[src/cmws_pkg.sv]
// ----------------------------------------------------------------------------
// cmws_pkg: shared types, codes and functions
// Request and register codes, the status bundle from the weight unit, and the
// popcount and trailing-zero helpers.
// ----------------------------------------------------------------------------
package cmws_pkg;

  localparam int unsigned VecW   = 128;
  localparam int unsigned HalfW  = 64;
  localparam int unsigned WtW    = 8;
  localparam int unsigned RcW    = 5;
  localparam int unsigned CfgW   = 8;

  // request codes
  localparam logic REQ_LOAD = 1'b0;
  localparam logic REQ_EVAL = 1'b1;

  // configuration register indexes
  localparam logic [0:0] CFG_ROW_COUNT = 1'b0;
  localparam logic [0:0] CFG_THRESHOLD = 1'b1;

  // weight unit status toward the sequencer
  typedef struct packed {
    logic rejected;  // some stepped weight fell below threshold
    logic idle;      // no update or weight in flight
  } wu_status_t;

  // population count of a 128-bit word as a seven-level adder tree
  function automatic logic [WtW-1:0] pop128(input logic [VecW-1:0] x);
    logic [VecW-1:0] m1, m2, m4, m8, m16, m32, m64;
    logic [VecW-1:0] x1, x2, x4, x8, x16, x32, x64;
    m1  = {64{2'b01}};
    m2  = {32{4'b0011}};
    m4  = {16{8'h0F}};
    m8  = {8{16'h00FF}};
    m16 = {4{32'h0000_FFFF}};
    m32 = {2{64'h0000_0000_FFFF_FFFF}};
    m64 = {64'h0, {64{1'b1}}};
    x1  = (x   & m1)  + ((x   >> 1)  & m1);
    x2  = (x1  & m2)  + ((x1  >> 2)  & m2);
    x4  = (x2  & m4)  + ((x2  >> 4)  & m4);
    x8  = (x4  & m8)  + ((x4  >> 8)  & m8);
    x16 = (x8  & m16) + ((x8  >> 16) & m16);
    x32 = (x16 & m32) + ((x16 >> 32) & m32);
    x64 = (x32 & m64) + ((x32 >> 64) & m64);
    return x64[WtW-1:0];
  endfunction

  // index of the lowest set bit; zero for a zero word
  function automatic logic [4:0] ctz32(input logic [31:0] x);
    logic [4:0] idx;
    idx = 5'd0;
    for (int i = 31; i >= 0; i--) begin
      if (x[i]) begin
        idx = 5'(i);
      end
    end
    return idx;
  endfunction

endpackage

[src/cmws_gen_mem.sv]
// ----------------------------------------------------------------------------
// cmws_gen_mem: generator row store
// Two 64-bit banks, one per row half, one write and one registered read.
// ----------------------------------------------------------------------------
module cmws_gen_mem #(
  parameter int unsigned MAX_ROWS = 16,
  parameter int unsigned RowW     = (MAX_ROWS > 1) ? $clog2(MAX_ROWS) : 1
) (
  input  logic                         clk_i,
  input  logic                         wr_en_i,
  input  logic [RowW-1:0]              wr_row_i,
  input  logic                         wr_half_i,
  input  logic [cmws_pkg::HalfW-1:0]   wr_data_i,
  input  logic                         rd_en_i,
  input  logic [RowW-1:0]              rd_row_i,
  output logic [cmws_pkg::HalfW-1:0]   rd_lo_o,
  output logic [cmws_pkg::HalfW-1:0]   rd_hi_o
);

  logic [cmws_pkg::HalfW-1:0] lo_mem [MAX_ROWS];
  logic [cmws_pkg::HalfW-1:0] hi_mem [MAX_ROWS];
  logic [cmws_pkg::HalfW-1:0] rd_lo_q, rd_hi_q;

  always_ff @(posedge clk_i) begin
    if (wr_en_i && !wr_half_i) begin
      lo_mem[wr_row_i] <= wr_data_i;
    end
    if (wr_en_i && wr_half_i) begin
      hi_mem[wr_row_i] <= wr_data_i;
    end
  end

  always_ff @(posedge clk_i) begin
    if (rd_en_i) begin
      rd_lo_q <= lo_mem[rd_row_i];
      rd_hi_q <= hi_mem[rd_row_i];
    end
  end

  assign rd_lo_o = rd_lo_q;
  assign rd_hi_o = rd_hi_q;

endmodule

[src/cmws_weight_unit.sv]
// ----------------------------------------------------------------------------
// cmws_weight_unit: shared XOR, popcount and compare unit
// Hold the working vector, fold in one row per step, count its weight and
// track the running minimum and the sticky reject flag.
// ----------------------------------------------------------------------------
module cmws_weight_unit (
  input  logic                         clk_i,
  input  logic                         rst_ni,
  input  logic                         load_i,
  input  logic [cmws_pkg::VecW-1:0]    vec_i,
  input  logic                         step_i,
  input  logic [cmws_pkg::HalfW-1:0]   row_lo_i,
  input  logic [cmws_pkg::HalfW-1:0]   row_hi_i,
  input  logic [cmws_pkg::WtW-1:0]     threshold_i,
  output logic [cmws_pkg::WtW-1:0]     best_o,
  output cmws_pkg::wu_status_t         status_o
);

  logic [cmws_pkg::VecW-1:0] work_q;
  logic                      upd_q, first_q;
  logic [cmws_pkg::WtW-1:0]  wt_q;
  logic                      wt_v_q, wt_first_q;
  logic [cmws_pkg::WtW-1:0]  best_q;
  logic                      rej_q;

  // working vector: load the start vector or fold in one row
  always_ff @(posedge clk_i or negedge rst_ni) begin
    if (!rst_ni) begin
      upd_q   <= 1'b0;
      first_q <= 1'b0;
    end else begin
      upd_q   <= load_i | step_i;
      first_q <= load_i;
    end
  end

  always_ff @(posedge clk_i) begin
    if (load_i) begin
      work_q <= vec_i;
    end else if (step_i) begin
      work_q <= work_q ^ {row_hi_i, row_lo_i};
    end
  end

  // weight of the vector just written
  always_ff @(posedge clk_i or negedge rst_ni) begin
    if (!rst_ni) begin
      wt_v_q     <= 1'b0;
      wt_first_q <= 1'b0;
    end else begin
      wt_v_q     <= upd_q;
      wt_first_q <= first_q;
    end
  end

  always_ff @(posedge clk_i) begin
    if (upd_q) begin
      wt_q <= cmws_pkg::pop128(work_q);
    end
  end

  // compare: the start weight seeds the minimum and is never checked
  always_ff @(posedge clk_i or negedge rst_ni) begin
    if (!rst_ni) begin
      rej_q  <= 1'b0;
      best_q <= '0;
    end else if (load_i) begin
      rej_q <= 1'b0;
    end else if (wt_v_q) begin
      if (wt_first_q) begin
        best_q <= wt_q;
      end else if (!rej_q) begin
        if (wt_q < threshold_i) begin
          rej_q <= 1'b1;
        end else if (wt_q < best_q) begin
          best_q <= wt_q;
        end
      end
    end
  end

  assign best_o            = best_q;
  assign status_o.rejected = rej_q;
  assign status_o.idle     = !upd_q && !wt_v_q;

endmodule

[src/cmws_seq.sv]
// ----------------------------------------------------------------------------
// cmws_seq: Gray-code step sequencer
// Count steps, pick row ctz(step) for each, and drain the unit at the end.
// ----------------------------------------------------------------------------
module cmws_seq #(
  parameter int unsigned MAX_ROWS = 16,
  parameter int unsigned RowW     = (MAX_ROWS > 1) ? $clog2(MAX_ROWS) : 1
) (
  input  logic                        clk_i,
  input  logic                        rst_ni,
  input  logic                        eval_i,
  input  logic [cmws_pkg::RcW-1:0]    row_count_i,
  input  cmws_pkg::wu_status_t        status_i,
  output logic                        busy_o,
  output logic                        rd_en_o,
  output logic [RowW-1:0]             rd_row_o,
  output logic                        step_o,
  output logic                        finish_o
);

  typedef enum logic [2:0] {
    S_IDLE  = 3'b001,
    S_ISSUE = 3'b010,
    S_DRAIN = 3'b100
  } state_e;

  state_e              state_q, state_d;
  logic [MAX_ROWS-1:0] step_q, step_d;
  logic [MAX_ROWS-1:0] last_q, last_d;
  logic                rd_v_q;
  logic [5:0]          rc_ext, k;
  logic [MAX_ROWS-1:0] ones;
  logic [4:0]          low_idx;

  assign rc_ext  = {1'b0, row_count_i};
  assign k       = (rc_ext > 6'(MAX_ROWS)) ? 6'(MAX_ROWS) : rc_ext;
  assign ones    = '1;
  assign low_idx = cmws_pkg::ctz32(32'(step_q));
  assign rd_row_o = low_idx[RowW-1:0];

  always_comb begin
    state_d  = state_q;
    step_d   = step_q;
    last_d   = last_q;
    rd_en_o  = 1'b0;
    finish_o = 1'b0;
    unique case (state_q)
      S_IDLE: begin
        if (eval_i) begin
          last_d  = ~(ones << k);
          step_d  = MAX_ROWS'(1);
          state_d = (k == 6'd0) ? S_DRAIN : S_ISSUE;
        end
      end
      S_ISSUE: begin
        // stop early once a reject is seen; later steps cannot matter
        if (status_i.rejected) begin
          state_d = S_DRAIN;
        end else begin
          rd_en_o = 1'b1;
          step_d  = step_q + MAX_ROWS'(1);
          if (step_q == last_q) begin
            state_d = S_DRAIN;
          end
        end
      end
      S_DRAIN: begin
        if (!rd_v_q && status_i.idle) begin
          finish_o = 1'b1;
          state_d  = S_IDLE;
        end
      end
      default: state_d = S_IDLE;
    endcase
  end

  always_ff @(posedge clk_i or negedge rst_ni) begin
    if (!rst_ni) begin
      state_q <= S_IDLE;
      rd_v_q  <= 1'b0;
    end else begin
      state_q <= state_d;
      rd_v_q  <= rd_en_o;
    end
  end

  always_ff @(posedge clk_i) begin
    step_q <= step_d;
    last_q <= last_d;
  end

  assign busy_o = (state_q != S_IDLE);
  assign step_o = rd_v_q;

endmodule

[src/coset_min_weight_search.sv]
// ----------------------------------------------------------------------------
// coset_min_weight_search: minimum-weight search over a code coset
// Store up to MAX_ROWS 128-bit generator rows and, per evaluate item, walk
// all 2^k row combinations in Gray-code order tracking the lowest weight.
// ----------------------------------------------------------------------------
//
//  channel  | handshake            | payload
//  ---------+----------------------+---------------------------------------
//  request  | start, busy          | req_type_i, row_index_i, half_select_i,
//           |                      | low_half_i, high_half_i
//  result   | done_o (strobe)      | min_weight_o, rejected_o
//  config   | cfg_we_i             | cfg_index_i, cfg_wdata_i
//
//  An item is taken when start is high and busy is low. A load item writes
//  one row half in that edge and returns no result; busy stays low.
//  For an evaluate item with k = min(row_count, MAX_ROWS) the walk makes
//  2^k - 1 row reads, one per Gray step through the single read port of
//  the row store, then drains the read, XOR, popcount and compare stages
//  before the done_o strobe. With k = 0 there is no read and only the
//  start weight is counted and compared.
//  A reject ends the walk early.
//  done_o lasts one cycle and the receiver cannot stall it; a new item may
//  be taken in that same cycle.
//  Reset clears control state and the configuration registers; the row store holds
//  nothing until loaded and needs no clearing pass.
//
module coset_min_weight_search #(
  parameter int unsigned MAX_ROWS = 16
) (
  input  logic                              clk_i,
  input  logic                              rst_ni,
  // request channel
  input  logic                              start,
  output logic                              busy,
  input  logic                              req_type_i,
  input  logic [3:0]                        row_index_i,
  input  logic                              half_select_i,
  input  logic [cmws_pkg::HalfW-1:0]        low_half_i,
  input  logic [cmws_pkg::HalfW-1:0]        high_half_i,
  // configuration
  input  logic                              cfg_we_i,
  input  logic [0:0]                        cfg_index_i,
  input  logic [cmws_pkg::CfgW-1:0]         cfg_wdata_i,
  // result channel
  output logic                              done_o,
  output logic [cmws_pkg::WtW-1:0]          min_weight_o,
  output logic                              rejected_o
);

  localparam int unsigned RowW = (MAX_ROWS > 1) ? $clog2(MAX_ROWS) : 1;

  logic [cmws_pkg::RcW-1:0]   row_count_q;
  logic [cmws_pkg::WtW-1:0]   threshold_q;
  logic                       accept, eval_go, load_go;
  logic [5:0]                 row_ext;
  logic                       row_ok;
  logic                       rd_en, step, finish;
  logic [RowW-1:0]            rd_row;
  logic [cmws_pkg::HalfW-1:0] rd_lo, rd_hi;
  logic [cmws_pkg::WtW-1:0]   best;
  cmws_pkg::wu_status_t       wu_status;
  logic                       done_q, rejected_q;
  logic [cmws_pkg::WtW-1:0]   min_weight_q;

  // configuration registers
  always_ff @(posedge clk_i or negedge rst_ni) begin
    if (!rst_ni) begin
      row_count_q <= '0;
      threshold_q <= '0;
    end else if (cfg_we_i) begin
      unique case (cfg_index_i)
        cmws_pkg::CFG_ROW_COUNT: row_count_q <= cfg_wdata_i[cmws_pkg::RcW-1:0];
        cmws_pkg::CFG_THRESHOLD: threshold_q <= cfg_wdata_i;
        default: ;
      endcase
    end
  end

  // split accepted items; drop loads to rows past the store
  assign accept  = start && !busy;
  assign eval_go = accept && (req_type_i == cmws_pkg::REQ_EVAL);
  assign row_ext = {2'b00, row_index_i};
  assign row_ok  = (row_ext < 6'(MAX_ROWS));
  assign load_go = accept && (req_type_i == cmws_pkg::REQ_LOAD) && row_ok;

  cmws_gen_mem #(
    .MAX_ROWS (MAX_ROWS),
    .RowW     (RowW)
  ) u_mem (
    .clk_i     (clk_i),
    .wr_en_i   (load_go),
    .wr_row_i  (row_ext[RowW-1:0]),
    .wr_half_i (half_select_i),
    .wr_data_i (low_half_i),
    .rd_en_i   (rd_en),
    .rd_row_i  (rd_row),
    .rd_lo_o   (rd_lo),
    .rd_hi_o   (rd_hi)
  );

  cmws_seq #(
    .MAX_ROWS (MAX_ROWS),
    .RowW     (RowW)
  ) u_seq (
    .clk_i       (clk_i),
    .rst_ni      (rst_ni),
    .eval_i      (eval_go),
    .row_count_i (row_count_q),
    .status_i    (wu_status),
    .busy_o      (busy),
    .rd_en_o     (rd_en),
    .rd_row_o    (rd_row),
    .step_o      (step),
    .finish_o    (finish)
  );

  cmws_weight_unit u_wu (
    .clk_i       (clk_i),
    .rst_ni      (rst_ni),
    .load_i      (eval_go),
    .vec_i       ({high_half_i, low_half_i}),
    .step_i      (step),
    .row_lo_i    (rd_lo),
    .row_hi_i    (rd_hi),
    .threshold_i (threshold_q),
    .best_o      (best),
    .status_o    (wu_status)
  );

  // result register: a reject reports weight zero
  always_ff @(posedge clk_i or negedge rst_ni) begin
    if (!rst_ni) begin
      done_q <= 1'b0;
    end else begin
      done_q <= finish;
    end
  end

  always_ff @(posedge clk_i) begin
    if (finish) begin
      min_weight_q <= wu_status.rejected ? '0 : best;
      rejected_q   <= wu_status.rejected;
    end
  end

  assign done_o       = done_q;
  assign min_weight_o = min_weight_q;
  assign rejected_o   = rejected_q;

endmodule

[config.mk]
export PLATFORM = sky130hd
export DESIGN_NAME = coset_min_weight_search
export DESIGN_NICKNAME = d
export VERILOG_FILES = /design/src/cmws_pkg.sv /design/src/cmws_gen_mem.sv /design/src/cmws_weight_unit.sv /design/src/cmws_seq.sv /design/src/coset_min_weight_search.sv
export SDC_FILE = /design/constraint.sdc
export NUM_CORES = 2
export LEC_CHECK = 0
export BUFFER_PORTS_ARGS = -buffer_cell sky130_fd_sc_hd__buf_4
export CELL_PAD_IN_SITES_DETAIL_PLACEMENT = 1
export CELL_PAD_IN_SITES_GLOBAL_PLACEMENT = 2
export CORE_UTILIZATION = 45
export CTS_BUF_LIST = sky130_fd_sc_hd__clkbuf_16
export DETAILED_ROUTE_END_ITERATION = 8
export GPL_ROUTABILITY_DRIVEN = 1
export GPL_TIMING_DRIVEN = 0
export PLACE_DENSITY_LB_ADDON = 0.1
export SLEW_MARGIN = 0
export SYNTH_ARGS = -nofsm -noshare
export SYNTH_HDL_FRONTEND = slang
export SYNTH_HIERARCHICAL = 1
export SYNTH_SLANG_ARGS = --single-unit
[constraint.sdc]
create_clock -name clk_i -period 6.42 [get_ports clk_i]
set_input_delay 0.642 -clock clk_i [delete_from_list [all_inputs] [get_ports clk_i]]
set_output_delay 0.642 -clock clk_i [all_outputs]
set_load 0.05 [all_outputs]
==> impl.org <==
** GRT
- The number of antenna violations at the first check in global routing came to 30.
- The number of global-route vias before repair is 52,100.
- Global-route wire length before repair :: 402 mm
- Overall routing resource usage :: 26.7%
- Total congestion overflow after global routing :: 0
- Entering global routing, the biggest net connects 54 pins.

** STA
- Post-route clock period utilization :: 98.7%
- Total negative slack :: 0 ps
- Final hold violations :: 0
- Setup violations remaining at the end of the flow were counted as 0.
- Normalized max-slew margin :: 2.78%
- Largest clock skew in the final design :: 61.4 ps
- Fmax achieved :: 158 MHz
- Shortest clock period the worst path allows after layout :: 6340 ps
- The max-slew violation total from the final report is 0.
- At the pin with the least slew margin, the transition time is 1460 ps.
- Final worst setup slack :: 84.2 ps

** Finish
- Area Growth Syn to Fin :: 17.1%
- Layout Nets :: 5,877
- Proportion of layout cells with a drive suffix above 1 :: 23.3%
- Final non-filler cell area :: 113,000 um^2
- At the end of the flow the core is filled with cells to 53.2%.

** Critical path
- Library cell appearing most often on the critical path :: sky130_fd_sc_hd__ha_1
- Critical path class :: flip-flop to flip-flop
- Kind of end point of the critical path :: flip-flop
- In this run the worst path has a maximum fanout of 4.
- Biggest cell delay along the critical path :: 650 ps
- Kind of start point of the critical path :: flip-flop
- At the worst endpoint, the arrival time is 6960 ps.
- Cell with the largest stage delay on the worst path :: sky130_fd_sc_hd__xnor2_1
- Critical path cell sequence :: ha_1, ha_1, fa_2, inv_1, fa_1, inv_1, ha_1, a21o_1, a21oi_1, xnor2_1, ha_1, xnor2_1, ha_1, inv_1, o21bai_1, a21oi_1, xnor2_1, ha_1, o21a_1, a21oi_1, o21bai_1
- At the worst endpoint, the required time is 7050 ps.

** Power
- In this run, flip-flops and latches consume 30.2% of the power.
- Fraction of power spent switching nets :: 37.6%
- Internal power comes to 38.4 mW.
- The share of total power dissipated in the clock network is 23.5%.
- Pwr Density :: 543 nW/um^2
- For this design the total switching power over the nets is 23.2 mW.
- Part of the power in combinational logic :: 46.3%
- The analysis attributes to cell leakage a power of 37.4 nW.
- Maximum vdd drop :: 1.69 mV

** Clocking
- For the worst-skew pair, the clock arrives at the later sink with an insertion delay of 940 ps.
- Clock-pin slew on the worst setup and hold paths :: 60 ps
- Clock sink count :: 2,384
- Counting the buffers created by CTS gives 275.
- CTS H-Tree Depth :: 5
- No sink is reached through more buffers than the 4 on the longest clock path.
- CTS placed an instance of sky130_fd_sc_hd__clkbuf_16 at the clock tree root.
- Clock tree from TritonCTS :: yes

** Run
- Across the run, the number of max-cap violations was 0.

** Floorplanning
- Initial Utilization :: 45.4%
- Top-Level Pins :: 158
- After floorplanning, the core was sized to cover 213,000 um^2.
- The die is 466 um tall.
- The die is 466 um wide.
- The die covers 217,000 um^2.
- # rows :: 169

** Yosys
- Counting flops with an async set or reset pin after synthesis yields a share of 1.30%.
- Count of flip-flops with a built-in enable after synthesis :: 2,353
- For this run, the number of Yosys warnings is 6.
- Fraction of the yosys area taken by sequential cells :: 73.8%
- After synthesis, the mean cell area works out to 20.1 um^2.
- After technology mapping, the gate count stands at 4,824.
- The synthesized design contains 2,384 register bits.
- Mapped Nets :: 5,264
- Counting distinct cell types in the post-synthesis netlist gives 70.
- The most used flip-flop cell after synthesis is sky130_fd_sc_hd__edfxtp_1.
- After synthesis the cells add up to 96,800 um^2.

** Routing
- Average wire length per cell after detail routing :: 34.2 um
- Final routed DRC violation total :: 0
- Final wirelength :: 289 mm
- The count of nets left with antenna violations once routing finished came out at 0.
- Via density per instance :: 6.00
- Via count :: 50,800
- The first routing iteration left 5,490 violations.
- Drt pass-1 iters :: 5

** Placement
- During placement, the flow inserted port buffers numbering 155.
- Estimated wirelength of the detail-placed design :: 197 mm
- Post-placement setup slack :: 90.5 ps
- RD Place Congestion :: 0.788
- Placed cell areas :: 105,000 um^2

** Min path
- The tightest min-delay check is of the primary input to flip-flop type.

** Outcome
- The run finished with clean final reports.
layer usage:
layer	vias to the layer above	wire, um	GRT usage, %
met4	4	5190	5.75
met2	1935	142000	44.3
met1	27700	121000	37.1
met3	312	20500	4.70
li1	20800	-	-
met5	-	24	0
cells in the final DEF, fill, tap and decap left out, types with 61 or more instances in the layout:
cell                        netlist  routed
sky130_fd_sc_hd__mux4_2         462     462
sky130_fd_sc_hd__buf_12           0      73
sky130_fd_sc_hd__buf_2           64      64
sky130_fd_sc_hd__ha_1           230     230
sky130_fd_sc_hd__clkinv_1         0      61
sky130_fd_sc_hd__edfxtp_1      2353    2353
sky130_fd_sc_hd__mux2i_1         86      86
sky130_fd_sc_hd__clkbuf_16        0     284
sky130_fd_sc_hd__inv_1           99     159
sky130_fd_sc_hd__a22oi_1        222     222
sky130_fd_sc_hd__clkbuf_1        79      68
sky130_fd_sc_hd__buf_4           28     184
sky130_fd_sc_hd__a21o_1          75      75
sky130_fd_sc_hd__xnor2_1        186     183
sky130_fd_sc_hd__fa_1            63      61
sky130_fd_sc_hd__nand2_1        262     262
sky130_fd_sc_hd__o21ai_0        146     146
power by group through the flow:
stage / combinational (mW) / sequential [mW] / clock, mW
floorplan: 22.2 / 19.0 / 0
global placement: 26.7 / 19.0 / 0
detailed placement: 27.4 / 18.9 / 0
CTS: 27.6 / 18.6 / 14.7
global route: 30.4 / 18.5 / 15.3
finish: 28.5 / 18.6 / 14.5
sequential cells by signal, indices dropped and copies added (netlist names), 16 cells and up:
register,cells
u_wu/work_q,128
u_seq/step_q,16
u_mem/rd_lo_o,64
u_mem/hi_mem,1024
u_mem/rd_hi_o,64
u_mem/lo_mem,1024
u_seq/last_q,16
cell usage after synthesis (26+ instances only):
cell type                  instances  share of area, %
sky130_fd_sc_hd__buf_6            31              0.36
sky130_fd_sc_hd__xor2_1           26              0.24
sky130_fd_sc_hd__dfrtp_1          30              0.78
sky130_fd_sc_hd__mux4_2          462                11
sky130_fd_sc_hd__a21o_1           75              0.58
sky130_fd_sc_hd__nand2_1         262               1.0
sky130_fd_sc_hd__xnor2_1         186               1.7
sky130_fd_sc_hd__nor2b_1          32              0.21
sky130_fd_sc_hd__a22oi_1         222               1.7
sky130_fd_sc_hd__inv_1            99              0.38
sky130_fd_sc_hd__clkbuf_1         79              0.31
sky130_fd_sc_hd__ha_1            230               3.0
sky130_fd_sc_hd__mux2i_1          86              0.89
sky130_fd_sc_hd__o21ai_0         146              0.76
sky130_fd_sc_hd__buf_2            64              0.33
sky130_fd_sc_hd__edfxtp_1       2353                73
sky130_fd_sc_hd__buf_4            28              0.22
sky130_fd_sc_hd__a21oi_1          62              0.32
sky130_fd_sc_hd__fa_1             63               1.3
sky130_fd_sc_hd__nor2_1           61              0.24
per-stage QoR:
step / cells / hold slack, ps / total power [mW]
2_1_floorplan: 4824 / 331 / 41.3
3_3_place_gp: 7800 / 332 / 45.7
3_5_place_dp: 7931 / 346 / 46.3
4_1_cts: 8444 / 1.11 / 60.9
5_1_grt: 8447 / 50.0 / 64.2
6_report: 8455 / 52.6 / 61.6
worst max-delay path, delay by kind of cell, from the launching register on:
kind | cells | cell delay (ps)
flops | 1 | 420
xor+xnor | 3 | 1320
buf+inv | 3 | 200
compound gates | 7 | 1050
fa+ha+maj | 8 | 3040
cell families (layout without fill, tap and decap cells):
group	count (synthesis)	after routing	share of synthesized area [%]
DFF	2384	2384	73.8
AOI/OAI and AO/OA	583	583	3.97
muxes	579	579	12.2
and+or+nand+nor	442	442	2.05
buffers and inverters	331	1131	1.77
adders and majority gates	293	293	4.28
xor gates and xnor gates	212	212	1.92
other	0	10	0
cell type report:
cell class / instances / area [um^2]
flip-flops and latches: 2384 / 71400
inverters: 101 / 379
multi-input cells: 2109 / 24000
diodes: 10 / 25.0
clock inverters: 180 / 1050
well taps: 2821 / 3530
plain buffers: 230 / 1350
fillers: 18700 / 99600
repair buffers: 336 / 4520
clock buffers: 284 / 7110
final timing paths:
check                                     start         endpoint  slack, ps  depth (start not counted)
worst max-delay path            u_wu/work_q[62]     u_wu/wt_q[7]         80                         21
worst min-delay path            high_half_i[30]  u_wu/work_q[94]         50                          3
worst max register to register  u_wu/work_q[62]     u_wu/wt_q[7]         80                         21
worst min register to register     u_wu/first_q  u_wu/wt_first_q        360                          0
max in group asynchronous                rst_ni      u_wu/wt_v_q       5860                          2
min in group asynchronous                rst_ni   threshold_q[2]        220                          2
repair_timing:
item,CTS,global route
buffers inserted,0,1
hold endpoints to repair,84,0
hold buffers,49,0
gates resized for setup,0,8
endpoints found under the setup margin,0,3
Power figures use the tool's default switching activity.
